`src/hdl/wsrpt_pkg.sv`:
```
// Shared types, codes and the control program of the winch speed ramp and
// position tracker. No dependencies; every other file in hdl uses it.
`timescale 1ns / 1ps
`default_nettype none
package wsrpt_pkg;

  typedef struct packed {
    logic [2:0]         op;
    logic signed [23:0] speed_request;
    logic [31:0]        tick_load;
  } in_word_t;

  typedef struct packed {
    logic [2:0]         mode;
    logic signed [23:0] speed_now;
    logic [31:0]        position;
    logic [31:0]        encoder_count;
  } out_word_t;

  typedef struct packed {
    logic [22:0] max_speed;
    logic [15:0] max_travel;
    logic [10:0] ticks_per_mm;
    logic [15:0] tick_period;
  } cfg_t;

  // configuration register indexes
  localparam logic [1:0] CFG_MAX_SPEED    = 2'd0;
  localparam logic [1:0] CFG_MAX_TRAVEL   = 2'd1;
  localparam logic [1:0] CFG_TICKS_PER_MM = 2'd2;
  localparam logic [1:0] CFG_TICK_PERIOD  = 2'd3;

  localparam logic [22:0] RST_MAX_SPEED    = 23'd25600;
  localparam logic [15:0] RST_MAX_TRAVEL   = 16'd5000;
  localparam logic [10:0] RST_TICKS_PER_MM = 11'd100;
  localparam logic [15:0] RST_TICK_PERIOD  = 16'd655;
  localparam logic [31:0] RST_POSITION     = 32'd163840000;
  localparam logic [31:0] RST_ENCODER      = 32'd250000;

  // command codes
  localparam logic [2:0] OP_TICK  = 3'd0;
  localparam logic [2:0] OP_SET   = 3'd1;
  localparam logic [2:0] OP_STOP  = 3'd2;
  localparam logic [2:0] OP_ESTOP = 3'd3;
  localparam logic [2:0] OP_LOAD  = 3'd4;

  // mode codes
  localparam logic [2:0] MODE_IDLE     = 3'd0;
  localparam logic [2:0] MODE_UP       = 3'd1;
  localparam logic [2:0] MODE_DOWN     = 3'd2;
  localparam logic [2:0] MODE_STOPPING = 3'd3;
  localparam logic [2:0] MODE_ESTOP    = 3'd4;
  localparam logic [2:0] MODE_ERROR    = 3'd5;

  localparam logic signed [24:0] IDLE_BAND = 25'sd25;

  // datapath micro-operations
  typedef logic [3:0] uop_t;
  localparam uop_t U_NOP      = 4'd0;
  localparam uop_t U_TICK_CHK = 4'd1;
  localparam uop_t U_MUL_ERR  = 4'd2;
  localparam uop_t U_SCALE    = 4'd3;
  localparam uop_t U_RAMP     = 4'd4;
  localparam uop_t U_MUL_POS  = 4'd5;
  localparam uop_t U_POS      = 4'd6;
  localparam uop_t U_MUL_ENC  = 4'd7;
  localparam uop_t U_ENC      = 4'd8;
  localparam uop_t U_SET      = 4'd9;
  localparam uop_t U_STOP     = 4'd10;
  localparam uop_t U_ESTOP    = 4'd11;
  localparam uop_t U_DIV_INIT = 4'd12;
  localparam uop_t U_DIV_STEP = 4'd13;
  localparam uop_t U_DIV_DONE = 4'd14;

  // sequencer jump kinds
  typedef logic [2:0] jmp_t;
  localparam jmp_t J_NEXT = 3'd0;
  localparam jmp_t J_GOTO = 3'd1;
  localparam jmp_t J_PARK = 3'd2;
  localparam jmp_t J_LOOP = 3'd3;
  localparam jmp_t J_FIN  = 3'd4;

  localparam int unsigned DIV_BITS = 48;
  localparam logic [5:0]  DIV_LAST = 6'(DIV_BITS - 1);

  typedef logic [3:0] pc_t;

  // program addresses
  localparam pc_t A_TICK = 4'd0;
  localparam pc_t A_SET  = 4'd8;
  localparam pc_t A_STOP = 4'd9;
  localparam pc_t A_EST  = 4'd10;
  localparam pc_t A_LOAD = 4'd11;
  localparam pc_t A_END  = 4'd14;

  typedef struct packed {
    uop_t uop;
    jmp_t jmp;
    pc_t  tgt;
    logic cnt_load;
  } cw_t;

  typedef struct packed {
    logic run;
    uop_t uop;
  } dp_ctl_t;

  typedef struct packed {
    logic parked;
  } dp_stat_t;

  function automatic cw_t rom_word(pc_t pc);
    cw_t cw;
    cw = '{uop: U_NOP, jmp: J_FIN, tgt: A_END, cnt_load: 1'b0};
    case (pc)
      4'd0:  cw = '{uop: U_TICK_CHK, jmp: J_PARK, tgt: A_END, cnt_load: 1'b0};
      4'd1:  cw = '{uop: U_MUL_ERR,  jmp: J_NEXT, tgt: A_END, cnt_load: 1'b0};
      4'd2:  cw = '{uop: U_SCALE,    jmp: J_NEXT, tgt: A_END, cnt_load: 1'b0};
      4'd3:  cw = '{uop: U_RAMP,     jmp: J_NEXT, tgt: A_END, cnt_load: 1'b0};
      4'd4:  cw = '{uop: U_MUL_POS,  jmp: J_NEXT, tgt: A_END, cnt_load: 1'b0};
      4'd5:  cw = '{uop: U_POS,      jmp: J_NEXT, tgt: A_END, cnt_load: 1'b0};
      4'd6:  cw = '{uop: U_MUL_ENC,  jmp: J_NEXT, tgt: A_END, cnt_load: 1'b0};
      4'd7:  cw = '{uop: U_ENC,      jmp: J_GOTO, tgt: A_END, cnt_load: 1'b0};
      4'd8:  cw = '{uop: U_SET,      jmp: J_GOTO, tgt: A_END, cnt_load: 1'b0};
      4'd9:  cw = '{uop: U_STOP,     jmp: J_GOTO, tgt: A_END, cnt_load: 1'b0};
      4'd10: cw = '{uop: U_ESTOP,    jmp: J_GOTO, tgt: A_END, cnt_load: 1'b0};
      4'd11: cw = '{uop: U_DIV_INIT, jmp: J_NEXT, tgt: A_END, cnt_load: 1'b1};
      4'd12: cw = '{uop: U_DIV_STEP, jmp: J_LOOP, tgt: A_END, cnt_load: 1'b0};
      4'd13: cw = '{uop: U_DIV_DONE, jmp: J_NEXT, tgt: A_END, cnt_load: 1'b0};
      default: cw = '{uop: U_NOP,    jmp: J_FIN,  tgt: A_END, cnt_load: 1'b0};
    endcase
    return cw;
  endfunction

  function automatic pc_t entry_of(logic [2:0] op);
    pc_t pc;
    case (op)
      OP_TICK:  pc = A_TICK;
      OP_SET:   pc = A_SET;
      OP_STOP:  pc = A_STOP;
      OP_ESTOP: pc = A_EST;
      OP_LOAD:  pc = A_LOAD;
      default:  pc = A_END;
    endcase
    return pc;
  endfunction

endpackage
`default_nettype wire

```
`src/hdl/wsrpt_seq.sv`:
```
// Microcode sequencer: step counter, loop counter and program table walk.
// Depends on wsrpt_pkg for the program, control word and status types.
`timescale 1ns / 1ps
`default_nettype none
module wsrpt_seq (
  input  wire logic                clk,
  input  wire logic                rst,
  input  wire logic                start,
  input  wire logic [2:0]          op,
  input  wire logic                out_hold,
  input  wire wsrpt_pkg::dp_stat_t stat,
  output wsrpt_pkg::dp_ctl_t       ctl,
  output logic                     busy,
  output logic                     done
);

  wsrpt_pkg::pc_t pc;
  logic [5:0]     cnt;
  wsrpt_pkg::cw_t cw;

  assign cw      = wsrpt_pkg::rom_word(pc);
  assign ctl.run = busy;
  assign ctl.uop = cw.uop;
  assign done    = busy && (cw.jmp == wsrpt_pkg::J_FIN) && !out_hold;

  always_ff @(posedge clk) begin
    if (rst) begin
      busy <= 1'b0;
      pc   <= wsrpt_pkg::A_END;
      cnt  <= '0;
    end else if (start) begin
      busy <= 1'b1;
      pc   <= wsrpt_pkg::entry_of(op);
    end else if (busy) begin
      if (cw.cnt_load) begin
        cnt <= wsrpt_pkg::DIV_LAST;
      end
      case (cw.jmp)
        wsrpt_pkg::J_NEXT: pc <= pc + 4'd1;
        wsrpt_pkg::J_GOTO: pc <= cw.tgt;
        wsrpt_pkg::J_PARK: pc <= stat.parked ? cw.tgt : pc + 4'd1;
        wsrpt_pkg::J_LOOP: begin
          if (cnt != '0) begin
            cnt <= cnt - 6'd1;
          end else begin
            pc <= pc + 4'd1;
          end
        end
        wsrpt_pkg::J_FIN: begin
          if (!out_hold) begin
            busy <= 1'b0;
          end
        end
        default: pc <= wsrpt_pkg::A_END;
      endcase
    end
  end

endmodule
`default_nettype wire

```
`src/hdl/wsrpt_dp.sv`:
```
// Datapath: mode, speed, target, position and encoder registers, one shared
// multiplier and a bit-serial divider. Depends on wsrpt_pkg.
`timescale 1ns / 1ps
`default_nettype none
module wsrpt_dp (
  input  wire logic                clk,
  input  wire logic                rst,
  input  wire logic                start,
  input  wire wsrpt_pkg::in_word_t in_word,
  input  wire wsrpt_pkg::cfg_t     cfg,
  input  wire wsrpt_pkg::dp_ctl_t  ctl,
  output wsrpt_pkg::dp_stat_t      stat,
  output wsrpt_pkg::out_word_t     res
);

  logic [2:0]         mode_reg;
  logic signed [23:0] speed_reg;
  logic signed [23:0] target_reg;
  logic [31:0]        position_reg;
  logic [31:0]        encoder_reg;

  logic signed [23:0] req_hold;
  logic [31:0]        load_hold;

  logic signed [32:0] mul_a;
  logic signed [16:0] mul_b;
  logic signed [49:0] prod;
  logic signed [27:0] acc;

  logic [47:0] dvd;
  logic [10:0] rem;
  logic [10:0] dvs;

  logic signed [24:0] err;
  logic signed [43:0] p44;
  logic signed [43:0] s44;
  logic [28:0]        ramp_sum;
  logic               ramp_fits;
  logic signed [33:0] psum;
  logic signed [33:0] lim34;
  logic signed [24:0] req25;
  logic signed [24:0] lim25;
  logic signed [24:0] nlim25;
  logic [11:0]        trial;
  logic [11:0]        diff;
  logic               ge;

  assign stat.parked = mode_reg inside {wsrpt_pkg::MODE_IDLE, wsrpt_pkg::MODE_ESTOP,
                                        wsrpt_pkg::MODE_ERROR};

  assign res.mode          = mode_reg;
  assign res.speed_now     = speed_reg;
  assign res.position      = position_reg;
  assign res.encoder_count = encoder_reg;

  always_comb begin
    err       = 25'(target_reg) - 25'(speed_reg);
    p44       = prod[43:0];
    s44       = (p44 <<< 2) + p44;
    ramp_sum  = {{5{speed_reg[23]}}, speed_reg} + {acc[27], acc};
    ramp_fits = (&ramp_sum[28:23]) || !(|ramp_sum[28:23]);
    psum      = $signed({2'b00, position_reg}) + 34'($signed(prod[39:8]));
    lim34     = $signed({2'b00, cfg.max_travel, 16'h0000});
    req25     = 25'(req_hold);
    lim25     = $signed({2'b00, cfg.max_speed});
    nlim25    = -lim25;
    trial     = {rem, dvd[47]};
    diff      = trial - {1'b0, dvs};
    ge        = trial >= {1'b0, dvs};
    case (ctl.uop)
      wsrpt_pkg::U_MUL_ERR: begin
        mul_a = 33'(err);
        mul_b = $signed({1'b0, cfg.tick_period});
      end
      wsrpt_pkg::U_MUL_POS: begin
        mul_a = 33'(speed_reg);
        mul_b = $signed({1'b0, cfg.tick_period});
      end
      default: begin
        mul_a = $signed({1'b0, position_reg});
        mul_b = $signed({6'b000000, cfg.ticks_per_mm});
      end
    endcase
  end

  always_ff @(posedge clk) begin
    if (start) begin
      req_hold  <= in_word.speed_request;
      load_hold <= in_word.tick_load;
    end
    if (rst) begin
      mode_reg     <= wsrpt_pkg::MODE_IDLE;
      speed_reg    <= '0;
      target_reg   <= '0;
      position_reg <= wsrpt_pkg::RST_POSITION;
      encoder_reg  <= wsrpt_pkg::RST_ENCODER;
    end else if (ctl.run) begin
      case (ctl.uop)
        wsrpt_pkg::U_TICK_CHK: begin
          if (stat.parked) begin
            speed_reg <= '0;
          end
        end
        wsrpt_pkg::U_MUL_ERR, wsrpt_pkg::U_MUL_POS, wsrpt_pkg::U_MUL_ENC: begin
          prod <= mul_a * mul_b;
        end
        wsrpt_pkg::U_SCALE: acc <= s44[43:16];
        wsrpt_pkg::U_RAMP: begin
          if (ramp_fits) begin
            speed_reg <= ramp_sum[23:0];
          end else begin
            speed_reg <= ramp_sum[28] ? 24'sh800000 : 24'sh7FFFFF;
          end
        end
        wsrpt_pkg::U_POS: begin
          if (psum[33]) begin
            position_reg <= '0;
          end else if (psum > lim34) begin
            position_reg <= lim34[31:0];
          end else begin
            position_reg <= psum[31:0];
          end
        end
        wsrpt_pkg::U_ENC: encoder_reg <= prod[47:16];
        wsrpt_pkg::U_SET: begin
          if (mode_reg != wsrpt_pkg::MODE_ESTOP) begin
            if (req25 > lim25) begin
              target_reg <= lim25[23:0];
            end else if (req25 < nlim25) begin
              target_reg <= nlim25[23:0];
            end else begin
              target_reg <= req_hold;
            end
            if (req25 <= wsrpt_pkg::IDLE_BAND && req25 >= -wsrpt_pkg::IDLE_BAND) begin
              mode_reg <= wsrpt_pkg::MODE_IDLE;
            end else if (req25 > 25'sd0) begin
              mode_reg <= wsrpt_pkg::MODE_UP;
            end else begin
              mode_reg <= wsrpt_pkg::MODE_DOWN;
            end
          end
        end
        wsrpt_pkg::U_STOP: begin
          target_reg <= '0;
          mode_reg   <= wsrpt_pkg::MODE_STOPPING;
        end
        wsrpt_pkg::U_ESTOP: begin
          target_reg <= '0;
          speed_reg  <= '0;
          mode_reg   <= wsrpt_pkg::MODE_ESTOP;
        end
        wsrpt_pkg::U_DIV_INIT: begin
          dvd         <= {load_hold, 16'h0000};
          rem         <= '0;
          dvs         <= (cfg.ticks_per_mm == '0) ? 11'd1 : cfg.ticks_per_mm;
          encoder_reg <= load_hold;
        end
        wsrpt_pkg::U_DIV_STEP: begin
          rem <= ge ? diff[10:0] : trial[10:0];
          dvd <= {dvd[46:0], ge};
        end
        wsrpt_pkg::U_DIV_DONE: begin
          position_reg <= (|dvd[47:32]) ? 32'hFFFFFFFF : dvd[31:0];
        end
        default: ;
      endcase
    end
  end

endmodule
`default_nettype wire

```
`src/hdl/winch_speed_ramp_position_tracker.sv`:
```
// Top level: configuration registers, input handshake, result register.
// Depends on wsrpt_pkg, wsrpt_seq and wsrpt_dp.
`timescale 1ns / 1ps
`default_nettype none
// One command word in, one status word out. The block takes one word at a
// time: a tick runs the error multiply, scaling, ramp, position and encoder
// updates (in idle and emergency stop it only clears the speed); stop and
// emergency stop write target and mode, as does set speed outside emergency
// stop; an encoder load resolves one quotient bit per cycle over 48 bits.
// A finished word waits in the output register while the next command runs.
// Configuration writes land at once and are meant for idle periods.
module winch_speed_ramp_position_tracker (
  input  wire logic                 clk,
  input  wire logic                 rst,
  input  wire logic                 in_valid,
  output logic                      in_stall,
  input  wire wsrpt_pkg::in_word_t  in_word,
  output logic                      out_valid,
  input  wire logic                 out_stall,
  output wsrpt_pkg::out_word_t      out_word,
  input  wire logic                 cfg_we,
  input  wire logic [1:0]           cfg_addr,
  input  wire logic [22:0]          cfg_wdata
);

  wsrpt_pkg::cfg_t      cfg;
  wsrpt_pkg::dp_ctl_t   ctl;
  wsrpt_pkg::dp_stat_t  stat;
  wsrpt_pkg::out_word_t res;
  logic                 busy;
  logic                 done;
  logic                 start;
  logic                 out_hold;

  assign in_stall = busy;
  assign start    = in_valid && !busy;
  assign out_hold = out_valid && out_stall;

  always_ff @(posedge clk) begin
    if (rst) begin
      cfg.max_speed    <= wsrpt_pkg::RST_MAX_SPEED;
      cfg.max_travel   <= wsrpt_pkg::RST_MAX_TRAVEL;
      cfg.ticks_per_mm <= wsrpt_pkg::RST_TICKS_PER_MM;
      cfg.tick_period  <= wsrpt_pkg::RST_TICK_PERIOD;
    end else if (cfg_we) begin
      case (cfg_addr)
        wsrpt_pkg::CFG_MAX_SPEED:    cfg.max_speed    <= cfg_wdata;
        wsrpt_pkg::CFG_MAX_TRAVEL:   cfg.max_travel   <= cfg_wdata[15:0];
        wsrpt_pkg::CFG_TICKS_PER_MM: cfg.ticks_per_mm <= cfg_wdata[10:0];
        wsrpt_pkg::CFG_TICK_PERIOD:  cfg.tick_period  <= cfg_wdata[15:0];
        default: ;
      endcase
    end
  end

  always_ff @(posedge clk) begin
    if (rst) begin
      out_valid <= 1'b0;
    end else if (done) begin
      out_valid <= 1'b1;
    end else if (!out_stall) begin
      out_valid <= 1'b0;
    end
    if (done) begin
      out_word <= res;
    end
  end

  wsrpt_seq u_seq (
    .clk      (clk),
    .rst      (rst),
    .start    (start),
    .op       (in_word.op),
    .out_hold (out_hold),
    .stat     (stat),
    .ctl      (ctl),
    .busy     (busy),
    .done     (done)
  );

  wsrpt_dp u_dp (
    .clk     (clk),
    .rst     (rst),
    .start   (start),
    .in_word (in_word),
    .cfg     (cfg),
    .ctl     (ctl),
    .stat    (stat),
    .res     (res)
  );

endmodule
`default_nettype wire
```
`config.mk`:
```
export PLATFORM = sky130hd
export DESIGN_NAME = winch_speed_ramp_position_tracker
export DESIGN_NICKNAME = d
export VERILOG_FILES = /design/src/hdl/wsrpt_pkg.sv /design/src/hdl/wsrpt_seq.sv /design/src/hdl/wsrpt_dp.sv /design/src/hdl/winch_speed_ramp_position_tracker.sv
export SDC_FILE = /design/constraint.sdc
export NUM_CORES = 2
export LEC_CHECK = 0
export ABC_CLOCK_PERIOD_IN_PS = 10250
export BUFFER_PORTS_ARGS = -buffer_cell sky130_fd_sc_hd__buf_2
export CAP_MARGIN = 20
export CORE_UTILIZATION = 41
export DETAILED_ROUTE_END_ITERATION = 16
export GPL_TIMING_DRIVEN = 0
export SYNTH_ARGS = -nofsm -noshare
export SYNTH_HDL_FRONTEND = slang
export SYNTH_HIERARCHICAL = 1
export SYNTH_SLANG_ARGS = --single-unit
```
`constraint.sdc`:
```
create_clock -name clk -period 10.25 [get_ports clk]
set_clock_uncertainty 0.05 [all_clocks]
set_input_delay 0.5125 -clock clk [delete_from_list [all_inputs] [get_ports clk]]
set_output_delay 0.5125 -clock clk [all_outputs]
set_load 0.01 [all_outputs]
```
# Word-level counts from Yosys, hierarchy flattened
# Memories as Yosys holds them, arrays and structs flattened. A register that Yosys moved wholly into a read port is not among the register bits.
# Index checks and enable logic that the tools add are counted.
dict set report totals {
  mem_count 1
  register_bits 486
  rom_bits 128
  input_bits 89
}
# memory words word_bits rd rd_ports_with_merged_regs write_ports line
set mem_list {}
lappend mem_list {{(name not given)} 16 8 1 1 0 wsrpt_pkg.sv:115} ;# case (pc)
dict set report classes {
  n_eq_ne 33
  reduce_logical 44
  magnitude_cmp 7
  n_addsub 8
  n_bitwise 2
  n_mul 1
  muxes 39
}
# op count
set ops {}
lappend ops {{24-bit two-way mux} 6}
lappend ops {{32-bit one-hot mux with 2 select lines} 2}
lappend ops {{32-bit two-way mux} 3}
lappend ops {{48-bit one-hot mux with 2 select lines} 1}
lappend ops {{24-bit one-hot mux with 3 select lines} 1}
lappend ops {{33-bit one-hot mux with 2 select lines} 1}
lappend ops {{33-bit by 17-bit multiplier with 48-bit output} 1}
lappend ops {{24-bit one-hot mux with 2 select lines} 1}
lappend ops {{44-bit adder} 1}
lappend ops {{4-bit one-hot mux with 5 select lines} 2}
lappend ops {{33-bit by 32-bit adder with 34-bit output} 1}
lappend ops {{34-bit by 33-bit > comparator with 1-bit output} 1}
lappend ops {{24-bit by 28-bit adder with 29-bit output} 1}
lappend ops {{4-bit == test (second input constant)} 7}
lappend ops {{24-bit by 25-bit < comparator with 1-bit output} 1}
lappend ops {{23-bit negator with 25-bit output} 1}
lappend ops {{24-bit by 24-bit subtractor with 25-bit output} 1}
lappend ops {{24-bit by 6-bit >= comparator with 1-bit output (second input constant)} 1}
lappend ops {{24-bit by 1-bit > comparator with 1-bit output (second input constant)} 1}
lappend ops {{24-bit > comparator} 1}
lappend ops {{24-bit by 6-bit <= comparator with 1-bit output (second input constant)} 1}
lappend ops {{4-bit two-way mux} 6}
lappend ops {{3-bit AND reduction} 8}
lappend ops {{11-bit one-hot mux with 2 select lines} 1}
lappend ops {{other kinds (38)} 83}

# Logic depth before layout (Yosys ltp)
dict set report logic_depth {
  ltp_word 8
  ltp_mapped 38
  mapped_depth_nobuf 35
}

# Hierarchy
# Netlist, hierarchy kept.
# module cells_each area_each_um2 instances
set by_module_without_submodules {}
lappend by_module_without_submodules {wsrpt_dp 4438 39048.7 1}
lappend by_module_without_submodules {winch_speed_ramp_position_tracker 359 5504.0 1}
lappend by_module_without_submodules {wsrpt_seq 129 1156.1 1}

# Worst setup path after synthesis
# Ideal clock, no wire load.
dict set report synth_path {
  path_type {reg-to-reg}
  from {register u_dp.speed_reg[5]}
  to {register u_dp.prod[47], data pin}
  stages_incl_launch_ff 36
  arrival_ns 8.885
  slack_ns 1.047
  setup_time_ns 0.268
  path_cell_list {dfxtp_1 > inv_1 > ha_1 > o21a_1 > o2111ai_1 > o21bai_1 > a21oi_1 > o221ai_1 > nand2_1 > a21o_1 > a211o_1 > a221oi_1 > clkbuf_1 > nor3_1 > fa_1 > inv_1 > fa_1 > fa_1 > inv_1 > fa_1 > fa_1 > inv_1 > fa_1 > inv_1 > ha_1 > clkbuf_1 > a2111oi_0 > o21ai_0 > a221o_1 > a221o_1 > a211oi_1 > a21oi_1 > a31oi_2 > o311ai_1 > a221oi_1 > xnor2_1}
}
dict set report synth_via {
  elab_chain_len 3
}
# item line
set synth_lines {}
lappend synth_lines {{from (decl)} wsrpt_dp.sv:17} ;# logic signed [23:0] speed_reg;
lappend synth_lines {{from (signal assigned)} wsrpt_dp.sv:110} ;# speed_reg <= ramp_sum[23:0];
lappend synth_lines {{from (signal assigned)} wsrpt_dp.sv:112} ;# speed_reg <= ramp_sum[28] ? 24'sh800000 : 24'sh7FFFFF;
lappend synth_lines {{24-bit by 24-bit subtractor with 25-bit output} wsrpt_dp.sv:57} ;# err = 25'(target_reg) - 25'(speed_reg);
lappend synth_lines {{33-bit one-hot mux with 2 select lines *} wsrpt_dp.sv:70} ;# case (ctl.uop)
lappend synth_lines {{33-bit by 17-bit multiplier with 48-bit output *} wsrpt_dp.sv:105} ;# prod <= mul_a * mul_b;
lappend synth_lines {{to (signal assigned)} wsrpt_dp.sv:105}
lappend synth_lines {{to (decl)} wsrpt_dp.sv:27} ;# logic signed [49:0] prod;
# Mark *: on every way between the ends. The rest lies on a longest branch, timed or not.
# A chain may end at the register's enable or synchronous reset.

# Worst setup path after layout
dict set report layout_path {
  from {register u_seq/cw[11] (netlist name)}
  to {register u_dp.prod[47], data pin}
}
dict set report layout_via {
  elab_chain_len 4
  elab_cells_between_ends 6
}
# item line
set layout_lines {}
lappend layout_lines {{4-bit by 2-bit == test with 1-bit output or 4-bit by 3-bit == test with 1-bit output (tied branches)} wsrpt_dp.sv:70}
lappend layout_lines {{2-bit OR reduction (no source line)} n/a}
lappend layout_lines {{16-bit two-way mux} wsrpt_dp.sv:70}
lappend layout_lines {{33-bit by 17-bit multiplier with 48-bit output *} wsrpt_dp.sv:105}
# Marks and branches as above.

==> impl_summary.txt <==
----------------------------------------------------
[Yosys]
  Leading area contributor after synthesis ... sky130_fd_sc_hd__fa_1
  Share of the synthesized area in compound gates (AO/OA/AOI/OAI) ... 12.3%
  Cell count after synthesis ... ~4,900
  Register bit total from synthesis ... 494
  Number of distinct library cell variants in the gate-level netlist after synthesis ... 97
  Most used flip-flop cell after synthesis ... sky130_fd_sc_hd__edfxtp_1
  Mux share of post-synthesis cell area ... 2.09%
  Fraction of synthesis flops using an asynchronous set or reset pin ... 0%
  Post-synthesis share of cell area spent on full adders, half adders and majority gates ... between 30% and 40%
  Synth Warn # ... 6
  Dominant combinational cell family by area after synthesis ... adder cells
  Total standard cell area after synthesis ... 45,700 um2
  Top-count cell post-synth ... sky130_fd_sc_hd__inv_1
  Commonest cells post-synth ... 755 x sky130_fd_sc_hd__inv_1, 526 x sky130_fd_sc_hd__nand2_1, 495 x sky130_fd_sc_hd__fa_1
  Share of synthesized area occupied by flip-flops and latches ... 28.1%
  Synthesized-area fraction occupied by xor and xnor cells ... 3.12%
  Avg Inst Size Synth ... 9.28 um2
  Top-area cell type share of the netlist area ... 21.7%
  Synth area leaders ... sky130_fd_sc_hd__fa_1 22%, sky130_fd_sc_hd__edfxtp_1 19%, sky130_fd_sc_hd__dfxtp_1 8.8%, sky130_fd_sc_hd__ha_1 8.8%, sky130_fd_sc_hd__inv_1 6.2%
  Synthesized netlist net count ... 5,830
  Share of synthesized cell area in and, or, nand and nor gates ... between 10% and 20%
  EDFF count, synth ... 293

[Floorplanning]
  Chip Height ... 336 um
  Ports placed on the boundary ... 182
  Die Area ... about 110,000 um2
  Core outline area ... approximately 110,000 um2
  Initial core utilization ... about two fifths
  Die Wd ... 336 um
  Core Rows ... between 100 and 150

[Placement]
  Area after detailed placement ... just under 50,000 um2
  Buffers on Ports ... 178
  Placer's final routability congestion estimate ... 1.02
  Post-detailed-placement half-perimeter wirelength ... 132 mm
  Setup WS pre-CTS ... -1.64 ns

[Global route]
  Overall track demand over capacity in global routing ... between 20 and 30%
  Initial antenna violation count ... 10
  Final global-route overflow total ... 0
  Number of global-route vias before repair ... 37,300
  Global-route wire length before repair ... between 200 and 250 mm
  Maximum number of pins on one net before global-route repair ... 33

[Cells and area]
  Ratio of cells with drive above 1 in the final layout ... a little under a tenth
  Summed area of non-filler cells in the final layout ... 51,900 um2
  Synth-to-Final Area Change ... 13.6%
  Largest registers ranked by flip-flop count ... out_word (91), cfg (66)
  Max FFs per register ... 91
  Post-layout net count ... 6,166
  Register with the most flip-flops ... out_word

[STA]
  Unrepaired setup endpoints after global routing ... no
  Normalized max-slew margin ... 2.87%
  Max Freq ... 0.100 GHz
  Worst hold-check slack ... roughly 0.049 ns
  PnR worst setup slack ... 0.270 ns
  Number of max-slew violations in the final report ... 0
  Final setup fails ... 0
  Transition at the pin with the smallest max-transition slack ... 1.46 ns
  Share of the cycle needed by the critical path after routing ... 97.4%
  Post-Route Setup TNS ... 0 ns
  Endpoints failing hold ... 0
  Final worst path period need ... 9.98 ns

[Worst setup path]
  Worst path max stage delay ... 0.65 ns
  Worst Path Max Fanout ... 10
  Category of the worst setup path capture point ... register
  Most used cell, CP ... sky130_fd_sc_hd__fa_1
  Endpoint arrival time on the critical path ... 10.29 ns
  Data required time at the worst endpoint ... 10.56 ns
  Category of the worst setup path launch point ... register
  Cell with the largest stage delay on the worst path ... sky130_fd_sc_hd__clkbuf_1
  Start-to-end type of the worst setup path ... reg2reg

[Clock tree]
  Clock sinks ... 494
  Clock Root Buffer ... sky130_fd_sc_hd__clkbuf_16
  Number of H-tree levels ... 2
  Clk_lat worst skew ... roughly 0.7 ns
  Number of buffers between clock root and the deepest sink ... 3
  Total CTS buffers ... 57
  Clock tree from TritonCTS ... built
  Clk pin slew, worst setup/hold paths ... 0.06 ns

[Power and ir drop]
  Power density of the placed cells ... roughly 190 nW/um2
  Worst supply voltage drop on vdd ... 0.208 mV
  Total power of the final layout ... 9.84 mW
  Leakage power of the design ... roughly 23 nW

[Drt]
  Routed WL ... 160 mm
  Routed length per placed instance ... 23.6 um
  Post-detailed-route via-to-cell ratio ... 5.55
  Routed vias ... 37,700
  Count of antenna-violating nets left after detailed routing ... 0
  Violation count after the first detailed-routing iteration ... 3,395
  Number of iterations in the first detailed-routing pass ... 6
  Number of design rule violations left after detail routing ... 0

[Worst hold path]
  Kind of path behind the tightest hold check ... in2reg

[Job]
  Max-capacitance violation count ... 0

[Run status]
  Run status ... finished, final reports clean

----------------------------------------------------
where the power goes:
part	internal, mW	switching, mW	total [mW]
logic	1.98	3.26	5.23
registers	2.36	0.115	2.47
clock network	1.20	0.928	2.13
total	5.54	4.30	9.84
metrics by stage:
step	util, %	instances
after detailed placement	44.2	6632
after floorplan	-	4926
after global placement	43.8	6592
after global routing	46.9	6799
after CTS	46.7	6794
final	46.9	6805
repair_timing:
item / in CTS / in global routing
setup buffers: 2 / 6
endpoints found under the hold margin: 57 / 0
setup endpoints to repair: 15 / 13
resized for setup: 61 / 58
pin swaps: 5 / 6
hold buffers: 57 / 0
placed cells by master (no fill, tap or decap), types with 59 or more instances in the layout:
cell and count:
sky130_fd_sc_hd__inv_1 755, sky130_fd_sc_hd__nand2_1 525, sky130_fd_sc_hd__fa_1 495, sky130_fd_sc_hd__nor2_1 451, sky130_fd_sc_hd__ha_1 319, sky130_fd_sc_hd__edfxtp_1 293
sky130_fd_sc_hd__a21oi_1 203, sky130_fd_sc_hd__dfxtp_1 200, sky130_fd_sc_hd__buf_2 197, sky130_fd_sc_hd__o21ai_0 163, sky130_fd_sc_hd__clkbuf_1 133, sky130_fd_sc_hd__xnor2_1 126
sky130_fd_sc_hd__nor3_1 108, sky130_fd_sc_hd__nand2b_1 104, sky130_fd_sc_hd__mux2i_1 83, sky130_fd_sc_hd__and2_1 65, sky130_fd_sc_hd__nand3_1 65, sky130_fd_sc_hd__a21o_1 61
sky130_fd_sc_hd__clkbuf_16 59
per-layer routing:
layer	part of all wire, %	global-route usage, %
met5	0.0094	0
met4	4.5	11.7
met3	9.2	5.65
met2	45	45.1
met1	41	37.8
area by class of cell:
class / instances / area (um2)
antenna: 6 / 15.0
buffer: 188 / 830
clock buffer: 75 / 1620
clock inverter: 33 / 337
fill: 10700 / 58800
inverter: 755 / 2830
multi-input combinational: 3483 / 29700
sequential: 494 / 12800
tap: 1488 / 1860
timing repair buffer: 283 / 1910
final timing paths:
| path | start | to | slack [ns] | cells after the start |
|---|---|---|---|---|
| setup / recovery | u_seq/cw[11] | u_dp/prod[47] | 0.27 | 30 |
| hold / removal | cfg_wdata[20] | cfg[63] | 0.05 | 3 |
| setup reg to reg | u_seq/cw[11] | u_dp/prod[47] | 0.27 | 30 |
| hold reg to reg | u_dp/encoder_reg[29] | out_word[29] | 0.38 | 0 |
kinds of logic after synthesis:
logic type,after synthesis
AND/OR/NAND/NOR,1570
buffers and inverters,949
adder cells (fa/ha/maj),815
multiplexers,94
flip-flops,494
AO/OA/AOI/OAI,841
XOR/XNOR,163
critical path: cells and delay by family, from the launching register on:
kind | cells | cell delay, ns
buffers and inverters | 9 | 2.17
and+or+nand+nor | 2 | 0.64
DFF | 1 | 0.32
AOI/OAI and AO/OA | 10 | 2.57
muxes | 1 | 0.37
adders and majority gates | 7 | 3.38
xor gates and xnor gates | 1 | 0.14
No activity file was read; power rests on OpenSTA's default activity.
